[config.mk]
export PLATFORM = sky130hd
export DESIGN_NAME = slq_ram
export DESIGN_NICKNAME = d
export VERILOG_FILES = /design/src/design/slq_ram.sv
export SDC_FILE = /design/constraint.sdc
export NUM_CORES = 1
export LEC_CHECK = 0
export BUFFER_PORTS_ARGS = -buffer_cell sky130_fd_sc_hd__buf_2
export CORE_UTILIZATION = 60
export DETAILED_ROUTE_END_ITERATION = 16
export PLACE_DENSITY_LB_ADDON = 0.1
export RECOVER_POWER = 25
export SETUP_SLACK_MARGIN = 0.15
export SYNTH_ARGS = -nofsm -noshare
export SYNTH_HDL_FRONTEND = slang
export SYNTH_SLANG_ARGS = --single-unit
[constraint.sdc]
create_clock -name clk -period 4.7 [get_ports clk]
set_clock_uncertainty 0.2 [all_clocks]
set_input_delay 0.47 -clock clk [delete_from_list [all_inputs] [get_ports clk]]
set_output_delay 0.47 -clock clk [all_outputs]
set_load 0.005 [all_outputs]
[src/design/slq_ram.sv]
// generic single write port ram with registered read
module slq_ram #(
	parameter int WIDTH = 8,
	parameter int AW    = 4
) (
	input  logic             clk,
	input  logic             we,
	input  logic [AW-1:0]    waddr,
	input  logic [WIDTH-1:0] wdata,
	input  logic [AW-1:0]    raddr,
	output logic [WIDTH-1:0] rdata
);

	logic [WIDTH-1:0] mem [(1 << AW)];

	always_ff @(posedge clk) begin
		if (we) begin
			mem[waddr] <= wdata;
		end
		rdata <= mem[raddr];
	end

endmodule

==> impl_metrics.toml <==
[outcome]
status = "finished, final reports clean"

[logic_synthesis]
synth_cells = 229
syn_nets = 247
ys_ff_latch = 136
yosysSeqAreaShare_pct = 77.8
avgSynthCellArea_sq_um = 22.5
syn_area_sq_um = 5150
synth_cell_types = 19
yosys_warnings = 0

[power_and_ir_drop]
power_density_nw_per_um2 = 456
switching_share_pct = 21.4
pwr-share-clk_pct = 44.8
share_comb_of_total_power_pct = 4.3
power.switching_uw = 573
seq_power_share_pct = 51.0
peakVddDrop_v = 0.000303
intPower_mw = 2.11
power_mw = 2.68
leakage_nw = 1.93

[critical_path]
cp.required_ns = 4.62
cp-end-kind = "register"
crit_type = "in -> reg"
crit_path_start_kind = "input port"
cp_max_fo = 8
arrival_ns = 2.10

[placement]
gp_congestion = 0.686
port_buffers = 25
dp_hpwl_mm = 5.63

[sta]
tightest_slew_ns = 1.32
drv_slew = 0
rsz0062_at_grt = "no"
min_period_ns = 2.18
tns_ns = 0
finalHoldViolations = 0
fin_crit_sh_pct = 46.5
max-slew-margin-rel_pct = 11.6
fmaxAchievable_mhz = 458
setup_viol = 0

[flow_run]
max-cap-violations = 0

[finish]
fin_nets = 284
drive_gt1_share_pct = 24.7
fillCellCount = 493
area_growth_pct = 14.1
antennaDiodeCount = 0

[clock_tree]
post_cts_resized = 0
cts_tree = "done"
post_cts.repair.setup_buffers = 0
hold_buffers = 0
cts_buffers = 17
cts_buffer_depth = 2
cts_root_buf = "clkbuf_8"
cts_num_sinks = 136
htreeDepth = 4
clkTransAtPathRegs_ns = 0.06
clk-insertion-delay-late_ns = 0.51

[drt]
ant_nets = 0
drcViolationCount = 0
drt-pass1-iter-count = 4
routed-via-count = 2388
post_drt_via_cell_ratio = 6.22
drt_iter0_drc = 218
totalWireLength_mm = 9.45
avgRoutedWirePerCell_um = 24.6

[floorplanning]
die_w_um = 94.6
initial_utilization_pct = 62.3
fp.dieH_um = 94.6
fp.dieArea_sq_um = 8950
rows = 33
ioPinCount = 26
core_area_sq_um = 8260

[global_route]
grt_pass1_wl_mm = 14.2
grt-ovfl-total = 0
antenna_found_initial = 0
grt_max_degree = 33
grt_pass1_vias = 2459
track_usage_pct = 23.8

[min_path]
min_path_type = "in -> reg"
[per-layer routing]
layer	part of all wire [%]	routed length, um	up-vias	track usage, %
met2	51	4820	78	38.5
met4	1.4	133	0	9.09
met3	5.0	475	11	6.20
li1	-	-	1049	-
met5	0	0	-	0
met1	43	4020	1250	31.3
[worst max-delay path: stages]
cell	delay (ns)
buf_2	0.11
or3b_2	0.51
nor3_1	1.01
[path summary, 6_finish.rpt]
check	endpoint	start	slack, ns	cells past startpoint
worst max-delay path	mem[0][7]	waddr[2]	2.52	3
worst min register to register	rdata[0]	mem[14][0]	0.47	3
worst max register to register	rdata[1]	mem[2][1]	3.07	3
worst min-delay path	mem[6][5]	wdata[5]	0.27	1
[logic make-up (layout without fill, tap and decap cells)]
logic type             Yosys count  count (layout)  share of synthesized area [%]
buffers and inverters           10              60                           1.68
AND/OR/NAND/NOR                 35              35                           3.18
multiplexers                    32              32                           15.0
flip-flops                     136             136                           77.8
AO/OA/AOI/OAI                   16              16                           2.33
[placed cells by master (no fill, tap or decap), types with 2 or more instances in the layout]
cell type	count
clkbuf_1	9
edfxtp_1	128
inv_6	2
buf_4	3
a22oi_1	16
clkinvlp_4	7
nor2_1	13
dfxtp_1	8
clkbuf_16	16
nand2_1	9
mux4_1	14
nor3_1	4
nand3b_1	2
buf_2	17
clkinv_4	2
mux4_2	18
nand2b_1	2
[sequential cells by signal, summed over array words and instances (netlist names)]
| name | cells |
|---|---|
| mem | 128 |
| rdata | 8 |
[through the flow]
step / hold WS (ns) / cell area, sq um / cells / setup slack (ns) / util, %
global placement: 0.451 / 5340 / 352 / 2.01 / 64.7
global route: 0.295 / 5870 / 384 / 2.47 / 71.1
floorplan: 0.369 / 5150 / 229 / 2.54 / -
finish: 0.272 / 5870 / 384 / 2.52 / 71.1
CTS: 0.128 / 5880 / 384 / 2.52 / 71.3
detailed placement: 0.464 / 5340 / 352 / 1.99 / 64.7
[Yosys cell counts]
master	count	area share, %
dfxtp_1	8	3.1
a22oi_1	16	2.3
buf_2	3	0.29
edfxtp_1	128	75
nand3b_1	2	0.29
buf_4	1	0.15
mux4_1	14	7.1
nand2_1	9	0.66
and2b_1	1	0.15
mux4_2	18	7.9
nand3_1	1	0.097
nor2b_1	1	0.12
nand2b_1	2	0.24
and2_1	1	0.12
nor2_1	13	0.95
nor3_1	4	0.39
buf_6	3	0.66
clkdlybuf4s25_2	3	0.58
or3b_2	1	0.17
[final cells by class]
type	instances	area, sq um	share of cell area, %
well taps	105	131	2.24
repair buffers	28	138	2.34
clock buffers	18	418	7.11
flip-flops and latches	136	4000	68.2
clock inverters	14	126	2.15
multi-input cells	83	1060	18.0
[power by group through the flow]
stage,registers (mW),logic [mW],clock network [mW]
2_1_floorplan,1.39,0.0688,0
3_3_place_gp,1.39,0.114,0
3_5_place_dp,1.39,0.116,0
4_1_cts,1.37,0.117,1.21
5_1_grt,1.37,0.124,1.26
6_report,1.37,0.114,1.20
Note: power is estimated with default switching activity, not from simulation.
