## config.mk

```make
export PLATFORM = sky130hd
export DESIGN_NAME = slq_out
export DESIGN_NICKNAME = d
export VERILOG_FILES = /design/src/design/slq_pkg.sv /design/src/design/slq_out.sv
export SDC_FILE = /design/constraint.sdc
export NUM_CORES = 1
export LEC_CHECK = 0
export BUFFER_PORTS_ARGS = -buffer_cell sky130_fd_sc_hd__clkbuf_2
export CAP_MARGIN = 20
export CORE_ASPECT_RATIO = 0.9
export CORE_MARGIN = 2
export CORE_UTILIZATION = 45
export CTS_CLUSTER_SIZE = 30
export DETAILED_ROUTE_END_ITERATION = 8
export PLACE_DENSITY = 0.73
export SLEW_MARGIN = 15
export SYNTH_ARGS = -nofsm -noshare
export SYNTH_HDL_FRONTEND = slang
export SYNTH_SLANG_ARGS = --single-unit
```

## constraint.sdc

```tcl
create_clock -name clk -period 3.3 [get_ports clk]
set_clock_uncertainty 0.05 [all_clocks]
set_input_delay 0.66 -clock clk [delete_from_list [all_inputs] [get_ports clk]]
set_output_delay 0.66 -clock clk [all_outputs]
set_load 0.05 [all_outputs]
```

## src/design/slq_pkg.sv

```systemverilog
// shared types and constants of the shared/exclusive lock queue
package slq_pkg;

	localparam int NUM_SLOTS_DEF   = 64;
	localparam int QUEUE_DEPTH_DEF = 8;
	localparam int TXN_BITS_DEF    = 8;
	localparam int MAX_RESULTS     = 8;
	localparam int TXN_W           = 8;
	localparam int RES_W           = 6;

	typedef enum logic [1:0] {
		REQ_SHARED    = 2'd0,
		REQ_EXCLUSIVE = 2'd1,
		REQ_UNLOCK    = 2'd2,
		REQ_CANCEL    = 2'd3
	} req_t;

	typedef enum logic [2:0] {
		ST_GRANTED   = 3'd0,
		ST_WAITING   = 3'd1,
		ST_HELD      = 3'd2,
		ST_RELEASED  = 3'd3,
		ST_NOT_HELD  = 3'd4,
		ST_FULL      = 3'd5,
		ST_CANCELLED = 3'd6,
		ST_NONE      = 3'd7
	} status_t;

	typedef enum logic [2:0] {
		S_IDLE,
		S_LEN_RD,
		S_SCAN,
		S_DECIDE,
		S_SHIFT,
		S_FLUSH
	} state_t;

	typedef struct packed {
		logic             vld;
		logic [TXN_W-1:0] txn;
		logic [RES_W-1:0] res;
		status_t          status;
		logic             mode;
	} res_t;

endpackage

```

## src/design/slq_out.sv

```systemverilog
// result stage: holds one word back so the final word can carry last
module slq_out (
	input  logic                      clk,
	input  logic                      arst_n,
	input  slq_pkg::res_t             gen,
	input  logic                      flush,
	output logic                      strobe,
	output logic [slq_pkg::TXN_W-1:0] out_txn,
	output logic [slq_pkg::RES_W-1:0] out_resource,
	output logic [2:0]                status,
	output logic                      granted_mode,
	output logic                      last
);

	slq_pkg::res_t pend_q;
	logic          strobe_q;
	slq_pkg::res_t word_q;
	logic          last_q;

	always_ff @(posedge clk or negedge arst_n) begin
		if (!arst_n) begin
			pend_q.vld <= 1'b0;
			strobe_q   <= 1'b0;
		end else begin
			strobe_q <= 1'b0;
			if (gen.vld) begin
				if (pend_q.vld) begin
					strobe_q <= 1'b1;
					word_q   <= pend_q;
					last_q   <= 1'b0;
				end
				pend_q <= gen;
			end else if (flush && pend_q.vld) begin
				strobe_q   <= 1'b1;
				word_q     <= pend_q;
				last_q     <= 1'b1;
				pend_q.vld <= 1'b0;
			end
		end
	end

	assign strobe       = strobe_q;
	assign out_txn      = word_q.txn;
	assign out_resource = word_q.res;
	assign status       = word_q.status;
	assign granted_mode = word_q.mode;
	assign last         = last_q;

endmodule

```

==> qor.yml <==
outcome: "completed"
drt-wirelength-per-cell_um: 12.2
rows: 17
setup.worst_path.start_class: "flop"
ys_types: 7
num_vias: 548
critPathMaxStageDelay_ps: 400
fmax_mhz: 590
arrival_ps: 980
io-pin-count: 42
antenna_found_initial: 0
fp.dieH_um: 52.9
setup_viol: 0
synthToLayoutAreaGrowth_pct: 24.3
setup_tns_ps: 0
drv_cap: 0
yosysTopAreaCell: "edfxtp_1"
drc: 0
yosysMostFrequentCell: "edfxtp_1"
post_cts_buffers: 0
synthCells: 45
chipWidth_um: 58.3
slew_violations: 0
clockBufferDepth: 2
hold_violations: 0
place_area_um2: 1440
synth_nets: 67
grt_max_degree: 20
drtIter0Drc: 10
cts_tree: "yes"
crit_type: "reg2out"
grt_pass1_vias: 523
critPathBufInv: 1
cts.htree.levels: 2
yosysSeqAreaShare_pct: 97.2
fin_area_um2: 1490
initial_utilization_pct: 48.0
cts-root-buf: "clkbuf_4"
yosys_most_used_dff: "edfxtp_1"
wl_mm: 1.49
crit_slowest_cell: "edfxtp_1"
grt_usage_pct: 10.9
ys_seq_elements: 39
via_per_inst: 4.49
synthTopCellsByArea: "edfxtp_1 (93%), dfrtp_1 (4.2%), and2_2 (0.63%)"
worst_pin_slew_ps: 821
place_congestion: 0.693
synth_edf_count: 37
overflow: 0
max_slew_margin_pct: 45.3
first_pass_iters: 4
final_layout_size_suffix_gt1_share_pct: 51.1
ant_nets: 0
syn_area_um2: 1190
power_density_nw_per_um2: 596
period_share_pct: 51.3
cts_inserted_buffers: 5
p_leak_uw: 0.000591
crit_required_ps: 2590
synth_commonest_cells: "edfxtp_1 (37), dfrtp_1 (2), inv_1 (2)"
syn_area_per_cell_um2: 26.6
endpoint_kind: "primary output"
hold_class: "in2async"
clk_latency_ps: 320
crit_fanout: 1
core_area_um2: 2490
finalCriticalPeriod_ps: 1690
synthArstFlopShare_pct: 5.13
port_buffers: 41
nets: 115
clock_sinks: 39
antenna-diode-count: 0
path_cells: "clkbuf_2"
peakVddDrop_mv: 0.442
post_cts_resized: 0
die_area_um2: 3080
grt_pass1_wl_mm: 2.20
nFillCells: 194
synth_top_area_share_pct: 93.0
cts.clk_slew.worst_paths_ps: 100
crit_family: "flip-flops"
yosys_warnings: 0
hold_buffers: 0
rsz0062_at_grt: "no"
-- sequential cells by signal, summed over array words and instances (netlist names) --
name,flops
pend_q,19
out_txn,8
out_resource,6
status,3
granted_mode,1
last,1
strobe,1
-- cell families after synthesis --
family | after synthesis | synth area share, %
buffers and inverters | 2 | 0.629
DFF | 39 | 97.2
AOI/OAI and AO/OA | 2 | 1.05
and+or+nand+nor | 2 | 1.15
-- where the power goes --
part | switching (µW) | internal (µW) | leakage [µW] | total [µW]
sequential | 7.30 | 577 | 0.000370 | 584
clock | 134 | 83.0 | 0.0000293 | 217
combinational | 65.3 | 18.7 | 0.000192 | 84.0
-- per-stage QoR --
stage	setup slack (ps)	util (%)	hold WS [ps]	cells	power [µW]
floorplan	1580	-	314	45	651
global placement	1370	57.7	353	114	678
detailed placement	1310	57.7	355	114	680
CTS	1580	59.7	40.7	122	895
global route	1540	59.7	39.1	122	921
finish	1610	59.7	54.0	122	885
-- per-layer routing --
layer	part of all wire, %	global-route usage [%]	vias to the layer above
met1	38	10.1	244
li1	-	-	272
met4	1.4	6.98	0
met5	0	0	-
met3	8.8	5.38	3
met2	51	18.9	29
-- worst reg2reg max path, cell delays in order (launching register included) --
cell	delay, ps
dfrtp_1	370
o21a_1	140
and2_1	670
-- area by class of cell --
cell class                 instances  area, µm²  share of cell area (%)
sequential                        39       1160                    78.2
timing repair buffer              41        205                    13.8
clock buffer                       7       45.0                    3.03
tap                               28       35.0                    2.36
multi-input combinational          4       26.3                    1.77
inverter                           2       7.51                   0.505
clock inverter                     1       5.00                   0.337
-- path summary, 6_finish.rpt --
kind                            start              end  slack (ps)  depth (start not counted)
max in group asynchronous      arst_n       pend_q[18]        3040                          1
setup / recovery           out_txn[0]       out_txn[0]        1610                          1
hold / removal                 arst_n           strobe          50                          1
min in group clk           pend_q[17]       out_txn[7]         370                          0
hold reg to reg            pend_q[17]       out_txn[7]         370                          0
setup reg to reg           pend_q[18]  out_resource[2]        1710                          2
-- placed cells by master, fill, tap and decap left out --
| cell type | n |
|---|---|
| clkinv_2 | 1 |
| dfrtp_1 | 2 |
| and2_1 | 1 |
| inv_1 | 2 |
| o21ai_0 | 1 |
| o21a_1 | 1 |
| and2_2 | 1 |
| clkbuf_1 | 2 |
| clkbuf_4 | 5 |
| clkbuf_2 | 41 |
| edfxtp_1 | 37 |
No activity file was read; power rests on OpenSTA's default activity.
